File: src/hw/rtl/rept_pkg.sv
// ----------------------------------------------------------------------------
// rept_pkg: rotary encoder position tracker shared definitions
// Types, register indexes, action codes and reset values used by the tracker.
// ----------------------------------------------------------------------------
package rept_pkg;

    localparam int POS_W   = 16;
    localparam int STEP_W  = 8;
    localparam int MS_W    = 16;
    localparam int TIME_W  = 32;
    localparam int CFG_W   = 16;
    localparam int INDEX_W = 3;
    // position plus or minus one step never leaves this width
    localparam int SUM_W   = POS_W + 2;

    localparam logic signed [POS_W-1:0] LOW_BOUND_RST  = -16'sd32767;
    localparam logic signed [POS_W-1:0] HIGH_BOUND_RST = 16'sd32766;
    localparam logic [STEP_W-1:0]       STEP_RST       = 8'd1;
    localparam logic [STEP_W-1:0]       FAST_STEP_RST  = 8'd1;
    localparam logic [MS_W-1:0]         FAST_WINDOW_RST = 16'd300;
    localparam logic [MS_W-1:0]         ARM_TIMEOUT_RST = 16'd1000;

    typedef enum logic [1:0] {
        ACT_EDGE          = 2'd0,
        ACT_LOAD_CHECKED  = 2'd1,
        ACT_LOAD_FALLBACK = 2'd2
    } action_t;

    typedef enum logic [INDEX_W-1:0] {
        REG_LOW_BOUND   = 3'd0,
        REG_HIGH_BOUND  = 3'd1,
        REG_STEP_SIZE   = 3'd2,
        REG_FAST_STEP   = 3'd3,
        REG_WRAP_MODE   = 3'd4,
        REG_FAST_WINDOW = 3'd5,
        REG_ARM_TIMEOUT = 3'd6
    } reg_index_t;

    typedef struct packed {
        logic signed [POS_W-1:0] low_bound;
        logic signed [POS_W-1:0] high_bound;
        logic [STEP_W-1:0]       step_size;
        logic [STEP_W-1:0]       fast_step_size;
        logic                    wrap_mode;
        logic [MS_W-1:0]         fast_window_ms;
        logic [MS_W-1:0]         arm_timeout_ms;
    } cfg_t;

    typedef struct packed {
        logic signed [POS_W-1:0] position_value;
        logic                    armed;
        logic [TIME_W-1:0]       armed_time;
        logic                    down_direction;
        logic [TIME_W-1:0]       last_step_time;
    } track_state_t;

    typedef struct packed {
        logic [1:0]              action;
        logic                    clock_level;
        logic                    data_level;
        logic [TIME_W-1:0]       now_ms;
        logic signed [POS_W-1:0] new_position;
    } item_t;

    typedef struct packed {
        logic signed [POS_W-1:0] position;
        logic                    load_accepted;
    } result_t;

endpackage

File: src/hw/rtl/rept_step.sv
// ----------------------------------------------------------------------------
// rept_step: tracker update logic
// Computes the next tracking state and the result word for one input word.
// ----------------------------------------------------------------------------
module rept_step
    import rept_pkg::*;
(
    input  cfg_t         cfg,
    input  track_state_t cur,
    input  item_t        item,
    output track_state_t nxt,
    output result_t      res
);

    logic [STEP_W-1:0]       fast_step;
    logic [STEP_W-1:0]       inc;
    logic [TIME_W-1:0]       since_step;
    logic [TIME_W-1:0]       since_arm;
    logic signed [SUM_W-1:0] pos_ext;
    logic signed [SUM_W-1:0] inc_ext;
    logic signed [SUM_W-1:0] lo_ext;
    logic signed [SUM_W-1:0] hi_ext;
    logic signed [SUM_W-1:0] sum;
    logic signed [SUM_W-1:0] over_fix;
    logic signed [SUM_W-1:0] under_fix;
    logic                    load_ok;
    action_t                 act;

    always_comb
    begin
        fast_step  = (cfg.fast_step_size > cfg.step_size) ? cfg.fast_step_size : cfg.step_size;
        since_step = item.now_ms - cur.last_step_time;
        since_arm  = item.now_ms - cur.armed_time;
        inc        = (since_step < {{(TIME_W-MS_W){1'b0}}, cfg.fast_window_ms})
                     ? fast_step : cfg.step_size;

        pos_ext = SUM_W'(cur.position_value);
        inc_ext = $signed({{(SUM_W-STEP_W){1'b0}}, inc});
        lo_ext  = SUM_W'(cfg.low_bound);
        hi_ext  = SUM_W'(cfg.high_bound);
        sum     = cur.down_direction ? (pos_ext - inc_ext) : (pos_ext + inc_ext);

        // upper bound first, then lower: this order settles crossed bounds
        over_fix  = (sum > hi_ext) ? (cfg.wrap_mode ? lo_ext : hi_ext) : sum;
        under_fix = (over_fix < lo_ext) ? (cfg.wrap_mode ? hi_ext : lo_ext) : over_fix;

        load_ok = (item.new_position >= cfg.low_bound) && (item.new_position <= cfg.high_bound);
        act     = action_t'(item.action);

        nxt               = cur;
        res.load_accepted = 1'b0;

        unique case (act)
            ACT_EDGE:
            begin
                if (!item.clock_level)
                begin
                    if (!cur.armed || (since_arm > {{(TIME_W-MS_W){1'b0}}, cfg.arm_timeout_ms}))
                    begin
                        nxt.armed          = 1'b1;
                        nxt.armed_time     = item.now_ms;
                        nxt.down_direction = item.data_level;
                    end
                end
                else if (cur.armed)
                begin
                    nxt.last_step_time = item.now_ms;
                    nxt.position_value = under_fix[POS_W-1:0];
                    nxt.armed          = 1'b0;
                end
            end
            ACT_LOAD_CHECKED:
            begin
                if (load_ok)
                begin
                    nxt.position_value = item.new_position;
                    res.load_accepted  = 1'b1;
                end
            end
            ACT_LOAD_FALLBACK:
            begin
                nxt.position_value = load_ok ? item.new_position : cfg.low_bound;
                res.load_accepted  = load_ok;
            end
            default:
            begin
                // unused action code: report position only
            end
        endcase

        res.position = nxt.position_value;
    end

endmodule

File: src/hw/rtl/rotary_encoder_position_tracker_unit.sv
// ----------------------------------------------------------------------------
// rotary_encoder_position_tracker_unit: bounded encoder position tracker
// Steps a bounded position on encoder clock-line events, with a fast step for
// quick turns, and takes checked and fallback position loads.
// ----------------------------------------------------------------------------
// Path: an accepted word passes the input word register, then the result
//   register; the tracking state updates with the result.
// Throughput: one word per cycle while out_ready is high; a stalled result holds the input.
// Reset: configuration returns to its defaults, position to the low bound
//   default, the detent disarmed, both time stamps zero, both stages empty.
module rotary_encoder_position_tracker_unit
    import rept_pkg::*;
(
    input  logic                     clk,
    input  logic                     rst_n,

    input  logic                     cfg_we,
    input  logic [INDEX_W-1:0]       cfg_index,
    input  logic [CFG_W-1:0]         cfg_data,

    input  logic                     in_valid,
    output logic                     in_ready,
    input  logic [1:0]               action,
    input  logic                     clock_level,
    input  logic                     data_level,
    input  logic [TIME_W-1:0]        now_ms,
    input  logic signed [POS_W-1:0]  new_position,

    output logic                     out_valid,
    input  logic                     out_ready,
    output logic signed [POS_W-1:0]  position,
    output logic                     load_accepted
);

    cfg_t         cfg_reg;
    track_state_t state_reg;
    track_state_t state_next;
    item_t        item_reg;
    logic         item_valid_reg;
    result_t      res_reg;
    result_t      res_next;
    logic         out_valid_reg;
    logic         advance;
    reg_index_t   widx;

    assign advance  = item_valid_reg && (!out_valid_reg || out_ready);
    assign in_ready = !item_valid_reg || advance;
    assign widx     = reg_index_t'(cfg_index);

    // configuration registers
    always_ff @(posedge clk or negedge rst_n)
    begin
        if (!rst_n)
        begin
            cfg_reg.low_bound      <= LOW_BOUND_RST;
            cfg_reg.high_bound     <= HIGH_BOUND_RST;
            cfg_reg.step_size      <= STEP_RST;
            cfg_reg.fast_step_size <= FAST_STEP_RST;
            cfg_reg.wrap_mode      <= 1'b0;
            cfg_reg.fast_window_ms <= FAST_WINDOW_RST;
            cfg_reg.arm_timeout_ms <= ARM_TIMEOUT_RST;
        end
        else if (cfg_we)
        begin
            unique case (widx)
                REG_LOW_BOUND:   cfg_reg.low_bound      <= $signed(cfg_data[POS_W-1:0]);
                REG_HIGH_BOUND:  cfg_reg.high_bound     <= $signed(cfg_data[POS_W-1:0]);
                REG_STEP_SIZE:   cfg_reg.step_size      <= cfg_data[STEP_W-1:0];
                REG_FAST_STEP:   cfg_reg.fast_step_size <= cfg_data[STEP_W-1:0];
                REG_WRAP_MODE:   cfg_reg.wrap_mode      <= cfg_data[0];
                REG_FAST_WINDOW: cfg_reg.fast_window_ms <= cfg_data[MS_W-1:0];
                REG_ARM_TIMEOUT: cfg_reg.arm_timeout_ms <= cfg_data[MS_W-1:0];
                default:
                begin
                    // drop writes beyond the register list
                end
            endcase
        end
    end

    // input word register
    always_ff @(posedge clk or negedge rst_n)
    begin
        if (!rst_n)
        begin
            item_valid_reg <= 1'b0;
        end
        else if (in_ready)
        begin
            item_valid_reg <= in_valid;
        end
    end

    always_ff @(posedge clk)
    begin
        if (in_valid && in_ready)
        begin
            item_reg.action       <= action;
            item_reg.clock_level  <= clock_level;
            item_reg.data_level   <= data_level;
            item_reg.now_ms       <= now_ms;
            item_reg.new_position <= new_position;
        end
    end

    rept_step u_step (
        .cfg  (cfg_reg),
        .cur  (state_reg),
        .item (item_reg),
        .nxt  (state_next),
        .res  (res_next)
    );

    // tracking state advances together with the result register
    always_ff @(posedge clk or negedge rst_n)
    begin
        if (!rst_n)
        begin
            state_reg.position_value <= LOW_BOUND_RST;
            state_reg.armed          <= 1'b0;
            state_reg.armed_time     <= '0;
            state_reg.down_direction <= 1'b0;
            state_reg.last_step_time <= '0;
            out_valid_reg            <= 1'b0;
        end
        else
        begin
            if (advance)
            begin
                state_reg     <= state_next;
                out_valid_reg <= 1'b1;
            end
            else if (out_ready)
            begin
                out_valid_reg <= 1'b0;
            end
        end
    end

    always_ff @(posedge clk)
    begin
        if (advance)
        begin
            res_reg <= res_next;
        end
    end

    assign out_valid     = out_valid_reg;
    assign position      = res_reg.position;
    assign load_accepted = res_reg.load_accepted;

    // an accepted load always lands inside the bounds
    a_load_in_bounds: assert property (@(posedge clk) disable iff (!rst_n)
        (out_valid_reg && res_reg.load_accepted) |->
        (res_reg.position >= cfg_reg.low_bound && res_reg.position <= cfg_reg.high_bound))
        else $error("accepted load outside bounds");

    // a clock-low edge event always leaves the detent armed
    a_low_edge_arms: assert property (@(posedge clk) disable iff (!rst_n)
        (advance && item_reg.action == ACT_EDGE && !item_reg.clock_level) |=> state_reg.armed)
        else $error("clock-low event left detent disarmed");

    // state holds while no word advances
    a_state_hold: assert property (@(posedge clk) disable iff (!rst_n)
        !advance |=> $stable(state_reg))
        else $error("tracking state changed without an advancing word");

    // reported position matches the stored position
    a_result_tracks_state: assert property (@(posedge clk) disable iff (!rst_n)
        out_valid_reg |-> (res_reg.position == state_reg.position_value))
        else $error("result position differs from state");

    // an empty input stage always takes a word
    a_ready_when_empty: assert property (@(posedge clk) disable iff (!rst_n)
        !item_valid_reg |-> in_ready)
        else $error("input stalled while empty");

endmodule

File: config.mk
export PLATFORM = sky130hd
export DESIGN_NAME = rotary_encoder_position_tracker_unit
export DESIGN_NICKNAME = d
export VERILOG_FILES = /design/src/hw/rtl/rept_pkg.sv /design/src/hw/rtl/rept_step.sv /design/src/hw/rtl/rotary_encoder_position_tracker_unit.sv
export SDC_FILE = /design/constraint.sdc
export NUM_CORES = 1
export LEC_CHECK = 0
export BUFFER_PORTS_ARGS = -buffer_cell sky130_fd_sc_hd__clkbuf_2
export CAP_MARGIN = 20
export CELL_PAD_IN_SITES_DETAIL_PLACEMENT = 1
export CELL_PAD_IN_SITES_GLOBAL_PLACEMENT = 1
export CORE_MARGIN = 2
export CORE_UTILIZATION = 40
export CTS_CLUSTER_DIAMETER = 50
export CTS_CLUSTER_SIZE = 10
export DETAILED_ROUTE_END_ITERATION = 8
export PLACE_DENSITY = 0.7
export SYNTH_ARGS = -nofsm -noshare
export SYNTH_HDL_FRONTEND = slang
export SYNTH_SLANG_ARGS = --single-unit
File: constraint.sdc
create_clock -name clk -period 15.2 [get_ports clk]
set_input_delay 2.28 -clock clk [delete_from_list [all_inputs] [get_ports clk]]
set_output_delay 2.28 -clock clk [all_outputs]
set_load 0.005 [all_outputs]
==> qor.tcl <==
set qor(grt_pass1_wl_um) 88500
set qor(tightestPinTransition_ns) 1.07
set qor(final_layout_size_suffix_gt1_share_pct) 18.0
set qor(die_width_um) 214
set qor(totalNegativeSetupSlack_ns) 0
set qor(final_design_area_no_fill_um2) 20200
set qor(ys_seq_area_share_pct) 35.4
set qor(setup-violations-final) 0
set qor(cts_buffers) 42
set qor(timing.critical_path.to_type) {flip-flop}
set qor(max_cap_viol_count) 0
set qor(slowest_delay_ns) 0.73
set qor(pin_count_of_the_biggest_net_entering_global_routing) 65
set qor(clk_path_buf_depth) 3
set qor(netlist_instances) 1872
set qor(core_area_um2) 43300
set qor(mostFrequentLayoutCell) {ha_1}
set qor(post_cts_resize_count) 0
set qor(crit_path_top_delay_cell) {nor4_4}
set qor(cp_max_fo) 23
set qor(dr_total_vias) 14900
set qor(synth_seq_cells) 234
set qor(yosys_warnings) 0
set qor(placement_rows) 76
set qor(clock_insertion_delay_worst_skew_ns) 0.58
set qor(synthFlopType) {dfrtp_1}
set qor(initial_utilization_pct) 40.7
set qor(syn_nets) 2139
set qor(power_density_nw_per_um2) 217
set qor(timing.slew.headroom_pct) 28.2
set qor(ctsRootBufferMaster) {clkbuf_16}
set qor(finalWorstPathRequiredPeriod_ns) 12.58
set qor(worst_ep_required_time_ns) 15.48
set qor(regArea_um2) 6240
set qor(post-dp-hpwl_um) 43900
set qor(final.setup_skew_ns) 0.0360
set qor(die-height_um) 214
set qor(max-vdd-ir-drop_mv) 0.117
set qor(number_of_global_route_vias_before_repair) 15500
set qor(port_buffers) 94
set qor(synth_async_sr_flop_share_pct) 70.5
set qor(io_pins) 95
set qor(detail-route-antenna-nets) 0
set qor(critical_path_arrival_ns) 12.86
set qor(clock_tree.htree_level_count) 2
set qor(post_synth_instance_area_um2) 17600
set qor(place_area_um2) 18700
set qor(drt_pass_1_iters) 5
set qor(largest_reg_flops) 82
set qor(unrepaired_setup_endpoints_after_global_routing) {false}
set qor(synth_edf_count) 69
set qor(grt_overflow_total) 0
set qor(layout.nets) 2231
set qor(floorplan.die_area_um2) 45700
set qor(syn-mean-instance-area_um2) 9.41
set qor(first_iter_violations) 836
set qor(timing_max_transition_violations_final) 0
set qor(globalplace.congestion) 0.916
set qor(status) {finished, final reports clean}
set qor(max_clock_freq_mhz) 79.5
set qor(grtUsageTotal_pct) 25.3
set qor(final.fill_count) 4958
set qor(remaining_drc_errors) 0
set qor(critical_path.startpoint_type) {flip-flop}
set qor(timing.final.crit_share_pct) 82.8
set qor(syn2layout_area_growth_pct) 15.0
set qor(worst_path_clk_slew_ns) 0.05
set qor(setup_ws_ns) 2.62
set qor(setup.reg_to_reg.worst_slack_ns) 2.62
set qor(worst_path_most_repeated_cell) {a21o_1}
set qor(ctsHoldBuffers) 0
set qor(final_cell_mix) {188 x ha_1, 170 x inv_1, 170 x nand2_1}
set qor(preCtsSetupSlack_ns) 2.90
set qor(multi_input_comb_area_um2) 10500
set qor(average_vias_per_placed_instance) 5.77
set qor(p_leak_nw) 9.22
set qor(worstSetupPathType) {flip-flop to flip-flop}
set qor(avgRoutedWirePerCell_um) 22.1
set qor(grt_antenna_before_repair) 3
set qor(routed_wl_um) 57200
set qor(yosysUniqueCellTypes) 86
set qor(clock_tree_from_tritoncts) {yes}
set qor(finalHoldViolCount) 0
set qor(cts.repair_timing.setup_buffer_count) 0
set qor(min-delay-path-class) {flip-flop to flip-flop}
set qor(tritoncts_num_sinks) 234
## kinds of logic after synthesis
kind of cell / count (synthesis) / share of synthesized area, %
AOI/OAI and AO/OA: 505 / 18.6
adders and majority gates: 191 / 13.7
DFF: 234 / 35.4
muxes: 154 / 10.3
buffers and inverters: 234 / 5.21
xor gates and xnor gates: 63 / 3.21
and+or+nand+nor: 491 / 13.6
## final timing paths
| kind | cells after the start | to | start |
|---|---|---|---|
| min reg2reg | 1 | state_reg[32] | item_reg[48] |
| max reg2reg | 51 | position[12] | item_reg[17] |
| min in group asynchronous | 1 | cfg_reg[13] | rst_n |
| min | 1 | state_reg[32] | item_reg[48] |
| max | 51 | position[12] | item_reg[17] |
| max in group asynchronous | 2 | state_reg[64] | rst_n |
## worst max-delay path: cells and delay by family, from the launching register on
family          cells  cell delay, ns
compound gates     27            5.66
xor+xnor            2            0.41
fa+ha+maj           6            1.53
buf+inv             3            0.60
flops               1            0.46
mux                 3            1.09
simple gates       10            2.52
## where the power goes
group          switching (W)  internal [W]
registers           0.000124      0.000812
logic                0.00143      0.000998
clock network       0.000364      0.000656
## synthesized netlist by cell type (7+ instances only)
library cell | number | area [um2]
xor2_1 | 19 | 166
nand4_1 | 32 | 200
a211o_1 | 7 | 61.3
clkbuf_1 | 48 | 180
or2_2 | 8 | 50.1
o32a_1 | 11 | 110
edfxtp_1 | 69 | 2070
o211ai_1 | 21 | 158
o21ai_0 | 148 | 741
nand3_1 | 35 | 175
o211a_1 | 14 | 140
and3_1 | 12 | 75.1
and2_1 | 9 | 56.3
nor3_1 | 27 | 135
mux2_2 | 89 | 1000
ha_1 | 188 | 2350
nor2_1 | 103 | 387
or3_1 | 13 | 81.3
buf_2 | 7 | 35.0
a21oi_1 | 123 | 616
dfrtp_1 | 135 | 3380
mux2i_1 | 35 | 350
a21o_1 | 59 | 443
a31oi_1 | 13 | 81.3
nor2b_1 | 23 | 144
nand2b_1 | 18 | 113
nand2_1 | 170 | 638
o21a_1 | 19 | 143
a22o_1 | 12 | 105
xnor2_1 | 43 | 377
inv_1 | 170 | 638
nor4_1 | 10 | 62.6
dfstp_2 | 30 | 788
mux2_4 | 29 | 435
## cell type report
type | instances | area share (%)
repair buffers | 111 | 3.07
multi-input cells | 1404 | 51.8
well taps | 585 | 3.62
flip-flops and latches | 234 | 30.8
clock buffers | 50 | 5.54
diodes | 1 | 0.0124
clock inverters | 28 | 1.98
inverters | 171 | 3.17
## through the flow
stage	cells	utilization, %	hold slack (ns)	total power [W]
2_1_floorplan	1872	-	0.454	0.00259
3_3_place_gp	2503	43.2	0.474	0.00320
3_5_place_dp	2505	43.3	0.464	0.00332
4_1_cts	2583	46.8	0.492	0.00438
5_1_grt	2583	46.8	0.509	0.00470
6_report	2584	46.8	0.489	0.00439
## per-layer routing
metal	track usage, %	routed length (um)
met5	0	13
met4	8.17	1720
met3	3.84	2510
met2	40.8	25900
met1	35.0	27000
Note: power is estimated with default switching activity, not from simulation.
